<file path="config.mk">
export PLATFORM = sky130hd
export DESIGN_NAME = one_wire_bus_master_core
export DESIGN_NICKNAME = d
export VERILOG_FILES = /design/src/rtl/core/owbm_pkg.sv /design/src/rtl/core/owbm_front.sv /design/src/rtl/core/owbm_queue.sv /design/src/rtl/core/owbm_back.sv /design/src/rtl/core/one_wire_bus_master_core.sv
export SDC_FILE = /design/constraint.sdc
export NUM_CORES = 1
export LEC_CHECK = 0
export BUFFER_PORTS_ARGS = -buffer_cell sky130_fd_sc_hd__buf_2
export CAP_MARGIN = 20
export CORE_MARGIN = 1.5
export CORE_UTILIZATION = 40
export DETAILED_ROUTE_END_ITERATION = 10
export PLACE_DENSITY = 0.61
export SLEW_MARGIN = 15
export SYNTH_ARGS = -nofsm -noshare
export SYNTH_HDL_FRONTEND = slang
export SYNTH_SLANG_ARGS = --single-unit
</file>
<file path="constraint.sdc">
create_clock -name aclk -period 4.8 [get_ports aclk]
set_input_delay 0.48 -clock aclk [delete_from_list [all_inputs] [get_ports aclk]]
set_output_delay 0.48 -clock aclk [all_outputs]
set_load 0.005 [all_outputs]
</file>
<file path="src/rtl/core/owbm_pkg.sv">
// ----------------------------------------------------------------------------
// owbm_pkg
// Shared types, codes and register defaults of the 1-Wire bus master core.
// ----------------------------------------------------------------------------
package owbm_pkg;

    // operation codes on the input tuser field
    localparam logic [1:0] OP_TICK  = 2'd0;
    localparam logic [1:0] OP_RESET = 2'd1;
    localparam logic [1:0] OP_WRITE = 2'd2;
    localparam logic [1:0] OP_READ  = 2'd3;

    // timing register indexes
    localparam int NUM_CFG   = 8;
    localparam int CFG_W     = 16;
    localparam int CFG_IDX_W = 3;
    localparam logic [CFG_IDX_W-1:0] CFG_RESET_LOW     = 3'd0;
    localparam logic [CFG_IDX_W-1:0] CFG_PRESENCE_WAIT = 3'd1;
    localparam logic [CFG_IDX_W-1:0] CFG_RESET_TAIL    = 3'd2;
    localparam logic [CFG_IDX_W-1:0] CFG_SHORT_LOW     = 3'd3;
    localparam logic [CFG_IDX_W-1:0] CFG_LONG_SLOT     = 3'd4;
    localparam logic [CFG_IDX_W-1:0] CFG_RECOVERY      = 3'd5;
    localparam logic [CFG_IDX_W-1:0] CFG_READ_SAMPLE   = 3'd6;
    localparam logic [CFG_IDX_W-1:0] CFG_READ_TAIL     = 3'd7;

    // register reset values, index 0 in the lowest slot
    localparam logic [NUM_CFG-1:0][CFG_W-1:0] CFG_DEFAULTS = {
        16'd45, 16'd15, 16'd5, 16'd60, 16'd2, 16'd500, 16'd70, 16'd500
    };

    // depth of the queue between front and back
    localparam int QUEUE_DEPTH_DEF = 2;

    // stream payload widths
    localparam int S_TDATA_W = 16;
    localparam int S_TUSER_W = 2;
    localparam int M_TDATA_W = 16;

    // item classes produced by the front
    typedef enum logic [1:0] {
        KIND_TICK,
        KIND_RESET,
        KIND_WRITE,
        KIND_READ
    } kind_t;

    // classified item carried through the queue
    typedef struct packed {
        kind_t      kind;
        logic [7:0] data_byte;
        logic       bus_level;
    } item_t;

    // one result item
    typedef struct packed {
        logic       rejected;
        logic [7:0] result_data;
        logic       done_res;
        logic       busy_res;
        logic       bus_drive_low;
    } result_t;

    // sequencer phases
    typedef enum logic [3:0] {
        PH_IDLE,
        PH_RST_LOW,
        PH_RST_WAIT,
        PH_RST_TAIL,
        PH_W_LOW,
        PH_W_HIGH,
        PH_R_LOW,
        PH_R_WAIT,
        PH_R_TAIL
    } phase_t;

endpackage

</file>
<file path="src/rtl/core/owbm_front.sv">
// ----------------------------------------------------------------------------
// owbm_front
// Input register stage: accepts stream transfers and classifies each item.
// ----------------------------------------------------------------------------
module owbm_front
    import owbm_pkg::*;
(
    input  logic                 aclk,
    input  logic                 aresetn,
    input  logic                 s_tvalid,
    output logic                 s_tready,
    input  logic [S_TDATA_W-1:0] s_tdata,
    input  logic [S_TUSER_W-1:0] s_tuser,
    output logic                 item_valid,
    input  logic                 item_ready,
    output item_t                item
);

    logic  valid_reg;
    item_t item_reg;
    kind_t kind_dec;

    // decode the operation code
    always_comb begin
        case (s_tuser)
            OP_TICK:  kind_dec = KIND_TICK;
            OP_RESET: kind_dec = KIND_RESET;
            OP_WRITE: kind_dec = KIND_WRITE;
            OP_READ:  kind_dec = KIND_READ;
            default:  kind_dec = KIND_TICK;
        endcase
    end

    // no transfer is taken while reset is held
    assign s_tready = aresetn && (!valid_reg || item_ready);

    // stage valid
    always_ff @(posedge aclk) begin
        if (!aresetn) begin
            valid_reg <= 1'b0;
        end else if (s_tready) begin
            valid_reg <= s_tvalid;
        end
    end

    // stage payload
    always_ff @(posedge aclk) begin
        if (s_tready && s_tvalid) begin
            item_reg.kind      <= kind_dec;
            item_reg.data_byte <= s_tdata[7:0];
            item_reg.bus_level <= s_tdata[8];
        end
    end

    assign item_valid = valid_reg;
    assign item       = item_reg;

endmodule

</file>
<file path="src/rtl/core/owbm_queue.sv">
// ----------------------------------------------------------------------------
// owbm_queue
// Short first-in first-out queue of classified items between front and back.
// ----------------------------------------------------------------------------
module owbm_queue
    import owbm_pkg::*;
#(
    parameter int DEPTH = QUEUE_DEPTH_DEF
) (
    input  logic  aclk,
    input  logic  aresetn,
    input  logic  push_valid,
    output logic  push_ready,
    input  item_t push_item,
    output logic  pop_valid,
    input  logic  pop_ready,
    output item_t pop_item
);

    localparam int PTR_W = (DEPTH > 1) ? $clog2(DEPTH) : 1;
    localparam int CNT_W = $clog2(DEPTH + 1);
    localparam logic [PTR_W-1:0] LAST_PTR = PTR_W'(DEPTH - 1);
    localparam logic [CNT_W-1:0] FULL_CNT = CNT_W'(DEPTH);

    item_t            mem [DEPTH];
    logic [PTR_W-1:0] wr_ptr_reg, rd_ptr_reg;
    logic [CNT_W-1:0] count_reg;
    logic             do_push, do_pop;

    assign push_ready = (count_reg != FULL_CNT);
    assign pop_valid  = (count_reg != '0);
    assign do_push    = push_valid && push_ready;
    assign do_pop     = pop_valid && pop_ready;
    assign pop_item   = mem[rd_ptr_reg];

    // pointers and fill count
    always_ff @(posedge aclk) begin
        if (!aresetn) begin
            wr_ptr_reg <= '0;
            rd_ptr_reg <= '0;
            count_reg  <= '0;
        end else begin
            if (do_push) begin
                wr_ptr_reg <= (wr_ptr_reg == LAST_PTR) ? '0 : wr_ptr_reg + 1'b1;
            end
            if (do_pop) begin
                rd_ptr_reg <= (rd_ptr_reg == LAST_PTR) ? '0 : rd_ptr_reg + 1'b1;
            end
            if (do_push && !do_pop) begin
                count_reg <= count_reg + 1'b1;
            end else if (do_pop && !do_push) begin
                count_reg <= count_reg - 1'b1;
            end
        end
    end

    // storage
    always_ff @(posedge aclk) begin
        if (do_push) begin
            mem[wr_ptr_reg] <= push_item;
        end
    end

endmodule

</file>
<file path="src/rtl/core/owbm_back.sv">
// ----------------------------------------------------------------------------
// owbm_back
// Slot sequencer: timing registers, bus phases and the registered result.
// ----------------------------------------------------------------------------
module owbm_back
    import owbm_pkg::*;
(
    input  logic                 aclk,
    input  logic                 aresetn,
    input  logic                 cfg_wr_en,
    input  logic [CFG_IDX_W-1:0] cfg_index,
    input  logic [CFG_W-1:0]     cfg_wdata,
    input  logic                 item_valid,
    output logic                 item_ready,
    input  item_t                item,
    output logic                 res_valid,
    input  logic                 res_ready,
    output result_t              res
);

    logic [NUM_CFG-1:0][CFG_W-1:0] cfg_reg;

    phase_t      phase_reg, phase_next;
    logic [15:0] tick_count_reg, tick_count_next;
    logic [2:0]  bit_index_reg, bit_index_next;
    logic [7:0]  shift_byte_reg, shift_byte_next;
    logic        out_valid_reg;
    result_t     out_reg, out_next;

    logic [15:0] len_raw, len, cnt_inc;
    logic        take, done, rejected;
    logic [7:0]  result;

    // timing registers
    always_ff @(posedge aclk) begin
        if (!aresetn) begin
            cfg_reg <= CFG_DEFAULTS;
        end else if (cfg_wr_en) begin
            cfg_reg[cfg_index] <= cfg_wdata;
        end
    end

    // an item is processed when the output register can take its result
    assign item_ready = !out_valid_reg || res_ready;
    assign take       = item_valid && item_ready;

    // length of the current phase
    always_comb begin
        case (phase_reg)
            PH_RST_LOW:  len_raw = cfg_reg[CFG_RESET_LOW];
            PH_RST_WAIT: len_raw = cfg_reg[CFG_PRESENCE_WAIT];
            PH_RST_TAIL: len_raw = cfg_reg[CFG_RESET_TAIL];
            PH_W_LOW:    len_raw = shift_byte_reg[0] ? cfg_reg[CFG_SHORT_LOW]
                                                     : cfg_reg[CFG_LONG_SLOT];
            PH_W_HIGH:   len_raw = shift_byte_reg[0] ? cfg_reg[CFG_LONG_SLOT]
                                                     : cfg_reg[CFG_RECOVERY];
            PH_R_LOW:    len_raw = cfg_reg[CFG_SHORT_LOW];
            PH_R_WAIT:   len_raw = cfg_reg[CFG_READ_SAMPLE];
            PH_R_TAIL:   len_raw = cfg_reg[CFG_READ_TAIL];
            default:     len_raw = 16'd1;
        endcase
        len     = (len_raw == 16'd0) ? 16'd1 : len_raw;
        cnt_inc = (tick_count_reg != 16'hFFFF) ? tick_count_reg + 16'd1 : tick_count_reg;
    end

    // next state and result of one item
    always_comb begin
        phase_next      = phase_reg;
        tick_count_next = tick_count_reg;
        bit_index_next  = bit_index_reg;
        shift_byte_next = shift_byte_reg;
        done            = 1'b0;
        rejected        = 1'b0;
        result          = 8'd0;

        if (item.kind != KIND_TICK) begin
            if (phase_reg != PH_IDLE) begin
                rejected = 1'b1;
            end else begin
                tick_count_next = 16'd0;
                bit_index_next  = 3'd0;
                case (item.kind)
                    KIND_RESET: begin
                        shift_byte_next = 8'd0;
                        phase_next      = PH_RST_LOW;
                    end
                    KIND_WRITE: begin
                        shift_byte_next = item.data_byte;
                        phase_next      = PH_W_LOW;
                    end
                    default: begin
                        shift_byte_next = 8'd0;
                        phase_next      = PH_R_LOW;
                    end
                endcase
            end
        end else if (phase_reg != PH_IDLE) begin
            tick_count_next = cnt_inc;
            if (cnt_inc >= len) begin
                tick_count_next = 16'd0;
                case (phase_reg)
                    PH_RST_LOW:  phase_next = PH_RST_WAIT;
                    PH_RST_WAIT: begin
                        shift_byte_next = {7'd0, item.bus_level};
                        phase_next      = PH_RST_TAIL;
                    end
                    PH_RST_TAIL: begin
                        done   = 1'b1;
                        result = {7'd0, shift_byte_reg[0]};
                    end
                    PH_W_LOW:    phase_next = PH_W_HIGH;
                    PH_W_HIGH: begin
                        if (bit_index_reg == 3'd7) begin
                            done = 1'b1;
                        end else begin
                            bit_index_next  = bit_index_reg + 3'd1;
                            shift_byte_next = {1'b0, shift_byte_reg[7:1]};
                            phase_next      = PH_W_LOW;
                        end
                    end
                    PH_R_LOW:    phase_next = PH_R_WAIT;
                    PH_R_WAIT: begin
                        shift_byte_next = {item.bus_level, shift_byte_reg[7:1]};
                        phase_next      = PH_R_TAIL;
                    end
                    PH_R_TAIL: begin
                        if (bit_index_reg == 3'd7) begin
                            done   = 1'b1;
                            result = shift_byte_reg;
                        end else begin
                            bit_index_next = bit_index_reg + 3'd1;
                            phase_next     = PH_R_LOW;
                        end
                    end
                    default:     phase_next = PH_IDLE;
                endcase
                if (done) begin
                    phase_next     = PH_IDLE;
                    bit_index_next = 3'd0;
                end
            end
        end

        out_next.bus_drive_low = (phase_next == PH_RST_LOW) || (phase_next == PH_W_LOW)
                                 || (phase_next == PH_R_LOW);
        out_next.busy_res      = (phase_next != PH_IDLE);
        out_next.done_res      = done;
        out_next.result_data   = result;
        out_next.rejected      = rejected;
    end

    // sequencer state
    always_ff @(posedge aclk) begin
        if (!aresetn) begin
            phase_reg      <= PH_IDLE;
            tick_count_reg <= 16'd0;
            bit_index_reg  <= 3'd0;
            shift_byte_reg <= 8'd0;
        end else if (take) begin
            phase_reg      <= phase_next;
            tick_count_reg <= tick_count_next;
            bit_index_reg  <= bit_index_next;
            shift_byte_reg <= shift_byte_next;
        end
    end

    // output register valid
    always_ff @(posedge aclk) begin
        if (!aresetn) begin
            out_valid_reg <= 1'b0;
        end else if (item_ready) begin
            out_valid_reg <= item_valid;
        end
    end

    // output register payload
    always_ff @(posedge aclk) begin
        if (take) begin
            out_reg <= out_next;
        end
    end

    assign res_valid = out_valid_reg;
    assign res       = out_reg;

endmodule

</file>
<file path="src/rtl/core/one_wire_bus_master_core.sv">
// ----------------------------------------------------------------------------
// one_wire_bus_master_core
// 1-Wire bus master with reset/presence, write byte and read byte sequences.
// ----------------------------------------------------------------------------
// Usage:
// - slave stream s_*: one transfer per item; s_tuser holds the operation
//   (tick, reset, write byte, read byte), s_tdata the data byte and the
//   sampled bus level. Ticks pace the slot timer, one per microsecond.
// - master stream m_*: exactly one result transfer per input item, in order,
//   with line drive, busy, done, result byte and rejected flag.
// - cfg_*: plain write port for the eight slot timing registers; write only
//   while the core is idle.
// Throughput is one item per cycle while m_tready is high. From input transfer
// to result an item passes the front register, a queue entry and the output
// register of the sequencer. The sequencer handles any item with a 16-bit compare.
// Reset (aresetn low, synchronous) empties front, queue and output stages,
// returns the sequencer to idle and the timing registers to their defaults.
// When m_tready is low the output register holds its transfer, the queue
// fills, and s_tready drops once front and queue are full.
// ----------------------------------------------------------------------------
module one_wire_bus_master_core
    import owbm_pkg::*;
#(
    parameter int QUEUE_DEPTH = QUEUE_DEPTH_DEF
) (
    input  logic                 aclk,
    input  logic                 aresetn,
    // configuration write port
    input  logic                 cfg_wr_en,
    input  logic [CFG_IDX_W-1:0] cfg_index,
    input  logic [CFG_W-1:0]     cfg_wdata,
    // input items
    input  logic                 s_tvalid,
    output logic                 s_tready,
    input  logic [S_TDATA_W-1:0] s_tdata,  // [7:0] data_byte, [8] bus_level, [15:9] zero
    input  logic [S_TUSER_W-1:0] s_tuser,  // [1:0] operation
    // result items
    output logic                 m_tvalid,
    input  logic                 m_tready,
    output logic [M_TDATA_W-1:0] m_tdata   // [0] bus_drive_low, [1] busy_res,
                                           // [2] done_res, [10:3] result_data,
                                           // [11] rejected, [15:12] zero
);

    logic    fr_valid, fr_ready;
    item_t   fr_item;
    logic    q_valid, q_ready;
    item_t   q_item;
    result_t res;

    // front: accept and classify
    owbm_front u_front (
        .aclk       (aclk),
        .aresetn    (aresetn),
        .s_tvalid   (s_tvalid),
        .s_tready   (s_tready),
        .s_tdata    (s_tdata),
        .s_tuser    (s_tuser),
        .item_valid (fr_valid),
        .item_ready (fr_ready),
        .item       (fr_item)
    );

    // queue between front and back
    owbm_queue #(
        .DEPTH (QUEUE_DEPTH)
    ) u_queue (
        .aclk       (aclk),
        .aresetn    (aresetn),
        .push_valid (fr_valid),
        .push_ready (fr_ready),
        .push_item  (fr_item),
        .pop_valid  (q_valid),
        .pop_ready  (q_ready),
        .pop_item   (q_item)
    );

    // back: slot sequencer
    owbm_back u_back (
        .aclk       (aclk),
        .aresetn    (aresetn),
        .cfg_wr_en  (cfg_wr_en),
        .cfg_index  (cfg_index),
        .cfg_wdata  (cfg_wdata),
        .item_valid (q_valid),
        .item_ready (q_ready),
        .item       (q_item),
        .res_valid  (m_tvalid),
        .res_ready  (m_tready),
        .res        (res)
    );

    // pack the result transfer
    assign m_tdata = {4'd0, res.rejected, res.result_data, res.done_res,
                      res.busy_res, res.bus_drive_low};

endmodule

</file>
Word level (Yosys, flattened, before mapping)

Memories as Yosys holds them, arrays and structs flattened. A register that Yosys moved wholly into a read port is not among the register bits.
Cells that the tools add are included.

Add/subtract/negate cells: 6
Equality and inequality tests: 22
Muxes and demuxes: 52
$lt $le $gt $ge: 3
Reductions and logical operators: 31
Bitwise gates (word level): 2

Operators by type and width:

| kind                  | count |
|---|---|
| $mux 16               | 9 |
| $bwmux 128            | 1 |
| $pmux 16 s8           | 1 |
| $mux 8                | 7 |
| $demux 16 s3          | 1 |
| $pmux 4 s8            | 1 |
| $mux 4                | 7 |
| $eq 4x3->1 const B    | 6 |
| $pmux 8 s3            | 1 |
| $mux 3                | 7 |
| $add 16x1->16 const B | 1 |
| $ge 16x16->1          | 1 |
| $logic_not 16->1      | 1 |
| $ne 16x16->1 const B  | 1 |
| $pmux 8 s2            | 1 |
| $reduce_and 6->1      | 2 |
| $reduce_bool 4->1     | 3 |
| $mux 1                | 11 |
| $reduce_bool 2->1     | 5 |
| $eq 4x1->1 const B    | 2 |
| $eq 4x2->1 const B    | 2 |
| $pmux 2 s4            | 1 |
| $logic_and 1x1->1     | 7 |
| $eq 2x2->1 const B    | 3 |
| 22 further kinds      | 34 |

Logic and storage cells: 142
Memory bits (writable): 22
Register bits: 188
Input port bits: 42
Output and inout bits: 18
Memories: 1

Memories:

| memory      | depth | bits a word | rd ports | clocked after memory_dff | write ports | RTL line         | source |
|---|---|---|---|---|---|---|---|
| u_queue.mem | 2     | 11          | 1        | 1                        | 1           | owbm_queue.sv:25 | `item_t mem [DEPTH];` |

Longest topological paths before layout

Gate-level depths: netlist (run 1).

Word-level depth: 15
Depth in mapped cells: 19

Hierarchy

From an unflattened synthesis (run 1), not the netlist that was laid out.

Cell total of the unflattened synthesis: 1,190
Area, all modules: 10,158.5 sq um

Modules (own cells, without submodules):

| module                   | cells an instance | area an instance (sq um) | instances | sequential area each (sq um) |
|---|---|---|---|---|
| owbm_back                | 1,108             | 8,697.1                  | 1         | 3,563.4 |
| owbm_queue               | 58                | 1,032.2                  | 1         | 760.7 |
| owbm_front               | 19                | 395.4                    | 1         | 350.3 |
| one_wire_bus_master_core | 5                 | 33.8                     | 1         | 0.0 |

Worst setup path before layout (run 1)

Ideal clock, no wire load.

Path type: reg2reg
From: reg u_back.phase_reg[1]
To: reg u_back.out_reg (netlist bit u_back.res[0]) (data pin)
Setup slack: 0.759 ns
Arrival time: 3.771 ns
Setup time: 0.270 ns
Clock period less this slack: 4.041 ns
Cell stages (with the launch flop): 17
Path through: dfxtp_1 > buf_2 > nor4bb_1 > clkbuf_1 > clkbuf_1 > a222oi_1 > nand4b_1 > or4_1 > o21ai_1 > ha_1 > and3_1 > o21ai_1 > a311oi_2 > o31ai_1 > mux2_2 > a2bb2oi_1 > a311oi_1

RTL lines:

| item                   | RTL line         | source |
|---|---|---|
| start, declared        | owbm_back.sv:23  | `phase_t phase_reg, phase_next;` |
| start signal, assigned | owbm_back.sv:160 | `phase_reg <= phase_next;` |
| end signal, assigned   | owbm_back.sv:179 | `out_reg <= out_next;` |
| end, declared          | owbm_back.sv:28  | `result_t out_reg, out_next;` |

==> results.txt, run 1 <==
The number of buffers added by the clock tree synthesis step is 24, and the clock transition at the registers of the reported paths is 60 ps. The logs give 0 for the final routed DRC violation total and 7949 for the via count of the first global-routing pass. Setup repair after global routing left no endpoint under its margin. Setup total negative slack on the finished layout was measured at 0 ps. The worst hold path belongs to the class in -> reg.

The core region is 24250 um2. The sequential element share of the synthesized area is 47.33%, and the average cell area after synthesis is 8.448 um2. The routed design could run at a clock period as short as 4549 ps. After synthesis, the largest family of logic cells by area is simple AND/OR/NAND/NOR gates.

The placed instances occupy a cell area of 10530 um2. Final weighted congestion in routability-driven placement: 0.8334. Once the floorplan was initialized, standard cells occupied 40.73% of the core. The largest vdd supply drop is 0.2797 mV, and the via count normalized by instance count is 5.433. Along the worst path, the maximum fanout reaches 15. The run gives 11270 um2 as the post-route cell area. STA classifies the critical path endpoint as a flip-flop. The number of hold buffers added after CTS was 0. Measured against its own limit, the worst slew margin works out to 26.69%.

The final critical path takes up 94.77% of the cycle. The register with the most flip-flops in the layout has 128 of them. Yosys attributes the largest share of cell area to sky130_fd_sc_hd__dfxtp_1, sky130_fd_sc_hd__edfxtp_1, sky130_fd_sc_hd__nand2_1. The slew at the pin closest to its max-slew limit was 1100 ps. The die covers 25640 um2.

Deepest clock path buffer count: 3. In this run the core area contains 57 standard-cell rows. In the synthesized netlist the async set-or-reset flop fraction comes to 0%. In this run the count of I/O pins placed on the die edge is 60.

TritonCTS built the clock tree. The share of the synthesized area in compound gates (AO/OA/AOI/OAI) came out at 15.34%. The synthesized flop and latch total works out to 211. The number of slew-limit violations in the final report came out at 0. Summed over all nets, the half-perimeter wirelength after detailed placement is 18200 um. The power per cell area was 478.2 nW/um2; the number of H-tree branching levels was 1.

Input and output buffers added on the ports amount to 48. Maximum number of pins on one net before global-route repair: 99. Root buffer selected by CTS: sky130_fd_sc_hd__clkbuf_16. The first global-routing pass estimated 43930 um of wire. Commonest non-fill, non-tap cell in the layout: sky130_fd_sc_hd__nand2_1. For the worst setup path, the data required time is 5050 ps. The tool flagged a number of max-cap violations equal to 0. Setup violations remaining at the end of the flow were counted as 0. Counting every sink on the clock net gives 211. After synthesis, the share of cell area in mux cells is 4.042%. In the final layout, the share of cells above drive strength 1 is 12.92%. In this run the remaining antenna-violating nets after routing total 0. The portion of synthesized cell area occupied by the leading cell type is 33.65%, and the number of warnings issued by yosys is 0.

Summed over all layers, the routed wires come to 27420 um. The number of antenna diodes in the final layout is 0. The run gives 69 as the count of cell types in the netlist. Aggregate global routing overflow: 0. The detail-routed net length per standard cell came out at 17.81 um. The fraction of the mapped netlist area in adder cells is 3.041%, and the parity-gate share of the synthesized area counting xor and xnor cells is 1.229%. The critical path goes through buf_4 -> nor4b_2 -> buf_4 -> a22o_1 -> a21oi_1 -> and3_1 -> and4_1 -> nand4_1 -> o21ai_1 -> ha_1 -> and3_1 -> o21ai_1 -> a311o_1 -> a31oi_1 -> mux2_2 -> nor2_1 -> nand4b_1.

Cells fill 46.49% of the core in the end. The final worst hold slack was 141.9 ps. The overall routing resource usage is 21.57%. The count of TritonRoute iterations in the first routing pass was 5.

For this run, the leading register cell type out of synthesis is sky130_fd_sc_hd__dfxtp_1. For this block, the initial DRC count from the detailed router was 682. The library cell contributing the largest single delay on the critical path was sky130_fd_sc_hd__nor4b_2. Number of antenna violations at the first check in global routing: 1. In the final design database the tool counted 1268 nets.

The summed instance area of the synthesized netlist was 9876 um2; the die width was 160.1 um. After technology mapping, the gate count stands at 1169. The biggest area consumer among synthesized cells was sky130_fd_sc_hd__dfxtp_1. Post-CTS setup-driven buffer insertion count: 0. The flow ran to the end, and the final reports show no timing, DRC or antenna violations.

The final count of hold timing violations came out at 0. The largest clock skew in the final design is 17.54 ps. Clock latency on the worst-skew pair: 520 ps. Launching element type of the critical path: a flip-flop. The standby leakage power was 0.004172 uW; the layout overhead on the synthesized area was 14.15%. By startpoint and endpoint, the worst setup path is classified as reg -> reg. Of the total synthesized cell area, the portion taken by AND, OR, NAND and NOR gates is 24.65%.

The maximum operating frequency was 219.8 MHz; the number of flops mapped to enable cells by yosys was 45. The die is 160.1 um tall. The detailed router placed 8362 vias in this run. The largest single stage delay on the critical path is 710 ps.

For the worst setup path, the data arrival time is 4800 ps. In the layout the commonest cells are sky130_fd_sc_hd__nand2_1, sky130_fd_sc_hd__dfxtp_1, sky130_fd_sc_hd__a21oi_1.
## final cells by class
type                    instances  area [um2]
clock buffers                  30       674.4
clock inverters                 9       42.54
fillers                      2434       12970
inverters                      10       40.04
multi-input cells             864        4853
flip-flops and latches        211        4674
well taps                     324       405.4
repair buffers                 91       583.1
## power by group
part | internal, uW | leakage [uW] | switching [uW] | total (uW)
Clock | 981 | 0.000354 | 715 | 1700
Sequential | 1970 | 0.00177 | 115 | 2080
Combinational | 661 | 0.00205 | 955 | 1620
Total | 3610 | 0.00417 | 1780 | 5390
## cell usage after synthesis (all sizes together), types with 12 or more instances
library cell / count
a21oi: 131
nand2: 325
ha: 24
o21ai: 25
mux2i: 32
nor2b: 12
clkbuf: 64
dfxtp: 166
nor3: 16
nand3: 47
a22oi: 18
edfxtp: 45
buf: 23
and3: 19
nor2: 60
## worst max-delay path: cells and delay by family, from the launching register on
kind / cells / cell delay, ps
and+or+nand+nor: 7 / 1700
AOI/OAI and AO/OA: 6 / 940
buffers and inverters: 2 / 560
DFF: 1 / 400
muxes: 1 / 390
adders and majority gates: 1 / 270
## worst paths after layout
path | slack, ps | start | depth (start not counted) | end
worst max register to register | 250 | u_back.phase_reg[2] | 17 | u_back.res[1]
worst max-delay path | 250 | u_back.phase_reg[2] | 17 | u_back.res[1]
worst min register to register | 450 | u_front.item[5] | 0 | u_queue.mem[0][5]
worst min-delay path | 140 | s_tdata[1] | 1 | u_front.item[2]
## logic make-up after synthesis
family                   count (synthesis)
AND/OR/NAND/NOR                        543
AO/OA/AOI/OAI                          241
flip-flops                             211
buffers and inverters                   97
multiplexers                            39
adder cells (fa/ha/maj)                 24
XOR/XNOR                                13
other                                    1
## through the flow
step | power [uW] | setup WS, ps | instances
floorplan | 3133 | 759.2 | 1172
global placement | 3699 | 51.45 | 1499
detailed placement | 3713 | 116.1 | 1499
CTS | 5412 | 93.34 | 1538
global route | 5674 | 30.99 | 1539
finish | 5391 | 251.1 | 1539
## timing repair
action	4_1_cts	5_1_grt
gates resized for setup	0	3
hold endpoints to repair	0	0
setup endpoints to repair	0	30
## routing by layer
metal	wire, um	track usage, %	part of all wire, %
met5	11	0	0.040
met2	12320	34.29	45
met3	2070	4.286	7.6
met1	12550	30.21	46
met4	466	4.928	1.7
No activity file was read; power rests on OpenSTA's default activity.
==> inputs of run 2 (changes only) <==
--- a/config.mk
+++ b/config.mk
@@ -5,12 +5,13 @@
 export SDC_FILE = /design/constraint.sdc
 export NUM_CORES = 1
 export LEC_CHECK = 0
-export BUFFER_PORTS_ARGS = -buffer_cell sky130_fd_sc_hd__buf_2
 export CAP_MARGIN = 20
 export CORE_MARGIN = 1.5
 export CORE_UTILIZATION = 40
 export DETAILED_ROUTE_END_ITERATION = 10
-export PLACE_DENSITY = 0.61
+export DONT_BUFFER_PORTS = 1
+export PLACE_DENSITY = 0.59
+export SKIP_LAST_GASP = 1
 export SLEW_MARGIN = 15
 export SYNTH_ARGS = -nofsm -noshare
 export SYNTH_HDL_FRONTEND = slang
==> run 2 against run 1 <==
  * Sequential share of layout area increased by 0.17 points
  * Cell count decreased by 2.7%
  * Fmax about the same
  * Critical path type unchanged
  * Largest power group unchanged
  * Highest routed layer is now met4
==> results.txt, run 2 (synthesis gave the netlist of run 1 again) <==
The number of flip-flops under the largest register name is 128 (unchanged), and the cts-stage hold buffer count is 0 (unchanged). The die height works out to 160.1 um (unchanged). The launching element type of the critical path is a flip-flop. The largest vdd supply drop is 0.3147 mV (+13%), and the number of DRC markers in iteration 0 is 700 (+2.6%). The run gives 24 (unchanged) as the number of buffers added by the clock tree synthesis step.

The run gives 8272 (-1.1%) as the total number of vias. The final HPWL from detailed placement was 18200 um (about the same). The I/O pin count was 60 (unchanged).

The number of H-tree branching levels came out at 1 (unchanged). In this run the worst hold path is classified as in -> reg. The remaining number of nets flagged by the antenna check after routing came out at 0 (unchanged). The number of slew-limit violations in the final report was 0 (unchanged); the share of final-layout standard cells stronger than drive strength 1 was 10.48% (-2.4 points). The tools report the deepest clock path buffer count as 3 (unchanged). The number of max-cap violations is 0 (unchanged), and the total negative slack is 0 ps (unchanged). The antenna cell count was 0 (unchanged); the clock transition at the registers of the reported paths was 60 ps (about the same).

The detail-routed net length per standard cell is 18.63 um (+4.6%), and the layout overhead on the synthesized area is 13.75%. The run gives 27.5% (-2.5 points) as the part of the power in combinational logic. The slew at the pin closest to its max-slew limit was 1064 ps (-35.43 ps); the data arrival time at the worst-slack endpoint was 4790 ps (about the same). The run gives 25640 um2 (unchanged) as the area of the die. TritonCTS built the clock tree. Final layout net count: 1222 (-3.6%). The setup path with the least slack is of type reg -> reg. The detailed-route wire length was 27910 um (+1.8%); the cell row count was 57 (unchanged). The required time of the critical path was 5040 ps (about the same); the worst max-slew margin expressed relative to the limit was 28.98% (+2.3 points). The aggregate global routing overflow is 0 (unchanged), and the count of TritonRoute iterations in the first routing pass is 5 (unchanged).

The die width is 160.1 um (unchanged). The power per cell area came out at 508.6 nW/um2 (+6.3%). The run finished with clean final reports. The tools report the total power as 5713 uW (+6.0%). For the wire length of the first global-routing pass, the log shows 43360 um (-1.3%). The number of failing setup endpoints in the final timing report is 0 (unchanged), and the final routed DRC violation total is 0 (unchanged). The run gives 3887 uW (+7.8%) as the internal cell power. The switching portion of total power came out at 31.96% (-1.1 points). Setup repair after global routing left no endpoint under its margin. The maximum number of pins on one net before global-route repair was 91 (-8.1%); the number of filler instances in the final layout was 2427 (-0.29%). The setup slack of the worst register-to-register path is 250 ps (about the same). The sequential cell area in the final layout is 4677 um2 (about the same). Count of input and output buffers: 0 (-100%).

The effective utilization at floorplan is 40.73% (unchanged), and the largest clock skew in the final design is 24.00 ps (+6.464 ps). For the number of clock sinks, the log shows 211 (unchanged). Via count of the first global-routing pass: 7587 (-4.6%).

The library cells used most frequently in the layout, excluding fill and tap cells, are sky130_fd_sc_hd__nand2_1, sky130_fd_sc_hd__dfxtp_1, sky130_fd_sc_hd__a21oi_1. The tools report the proportion of power drawn by flip-flops and latches as 36.5% (-2.1 points). The final period demand of the worst path came out at 4552 ps (+3.045 ps).

Clock latency on the worst-skew pair: 530 ps (about the same). The logs give 1826 uW (+2.3%) for the power spent charging and discharging nets and 36.0% (+4.5 points) for the clock network fraction of total power. STA classifies the critical path endpoint as a flip-flop.

The final count of hold timing violations was 0 (unchanged); the overall routing resource usage was 21.38% (-0.20 points). The commonest non-fill, non-tap cell in the layout was sky130_fd_sc_hd__nand2_1. The share of the clock period used by the worst path after layout is 94.83% (about the same).

The via count normalized by instance count is 5.522 (+1.6%), and the maximum operating frequency is 219.7 MHz (about the same). For the area of the multi-input gates, the log shows 4865 um2 (+0.23%). The worst-path maximum fanout works out to 10 (-5). The tools report the final weighted congestion in routability-driven placement as 0.8123 (-2.5%). Number of antenna violations at the first check in global routing: 0 (-1). The root buffer selected by CTS is sky130_fd_sc_hd__clkbuf_16. The core area is 24250 um2 (unchanged).

The standby leakage power is 0.004072 uW (-2.4%).
==> run 2: changes by cell type in the layout (fill, tap and decap cells not counted), sizes merged <==
cell,previous run,this run
buf,91,45
clkbuf,30,28
clkinv,10,11
bufinv,0,6
==> run 2: final cells by class <==
cell class,instances,share of cell area (%)
clock buffers,28,5.747
clock inverters,16,2.194
inverters,10,0.3564
multi-input cells,864,43.31
flip-flops and latches,211,41.64
well taps,324,3.609
repair buffers,45,3.152
==> run 2: routing by layer <==
metal | track usage [%] | up-vias | share of wire (%) | wire length (um)
met4 | 5.353 | 0 | 2.2 | 626
met1 | 30.67 | 3898 | 46 | 12870
met5 | 0 | - | 0 | 0
met2 | 33.74 | 282 | 45 | 12540
li1 | - | 4040 | - | -
met3 | 3.117 | 52 | 6.7 | 1863
==> run 2: power groups by stage <==
stage	clock network, uW	registers (uW)	logic, uW
6_report	2060	2090	1570
4_1_cts	2090	2080	1550
3_5_place_dp	0	2120	1540
5_1_grt	2150	2100	1710
3_3_place_gp	0	2120	1520
2_1_floorplan	0	2050	1080
==> run 2: repair_timing <==
action                                  CTS  global route
endpoints found under the setup margin    0            12
setup buffers                             0             1
gates resized for setup                   0             5
==> run 2: critical path: stages (launching register included) <==
cell and delay (ps):
sky130_fd_sc_hd__dfxtp_1 710, sky130_fd_sc_hd__nor2_1 360, sky130_fd_sc_hd__a221o_1 430, sky130_fd_sc_hd__nor3_2 210, sky130_fd_sc_hd__nand4b_1 130, sky130_fd_sc_hd__or4_1 560
sky130_fd_sc_hd__o21ai_1 170, sky130_fd_sc_hd__ha_1 240, sky130_fd_sc_hd__and3_1 140, sky130_fd_sc_hd__o21ai_1 180, sky130_fd_sc_hd__a311oi_2 150, sky130_fd_sc_hd__o31ai_2 350
sky130_fd_sc_hd__mux2_2 400, sky130_fd_sc_hd__a2bb2oi_1 170, sky130_fd_sc_hd__a311oi_1 80
==> run 2: path summary, 6_finish.rpt <==
path,from,to,depth (start not counted)
setup / recovery,u_back.shift_byte_reg[0],u_back.res[0],14
hold / removal,aresetn,u_back.cfg_reg[67],1
setup reg to reg,u_back.shift_byte_reg[0],u_back.res[0],14
hold reg to reg,u_front.item[2],u_queue.mem[1][2],0
==> run 2: metrics by stage <==
stage | cells | hold WS, ps | setup slack, ps | cell area [um2] | util, %
detailed placement | 1453 | 435.2 | 160.0 | 10310 | 42.52
CTS | 1497 | 24.19 | 145.2 | 11200 | 46.20
finish | 1498 | 50.61 | 248.0 | 11230 | 46.33
global route | 1498 | 43.13 | 15.83 | 11230 | 46.33
floorplan | 1172 | 421.5 | 759.2 | 9887 | -
global placement | 1452 | 423.4 | 189.4 | 10300 | 42.48
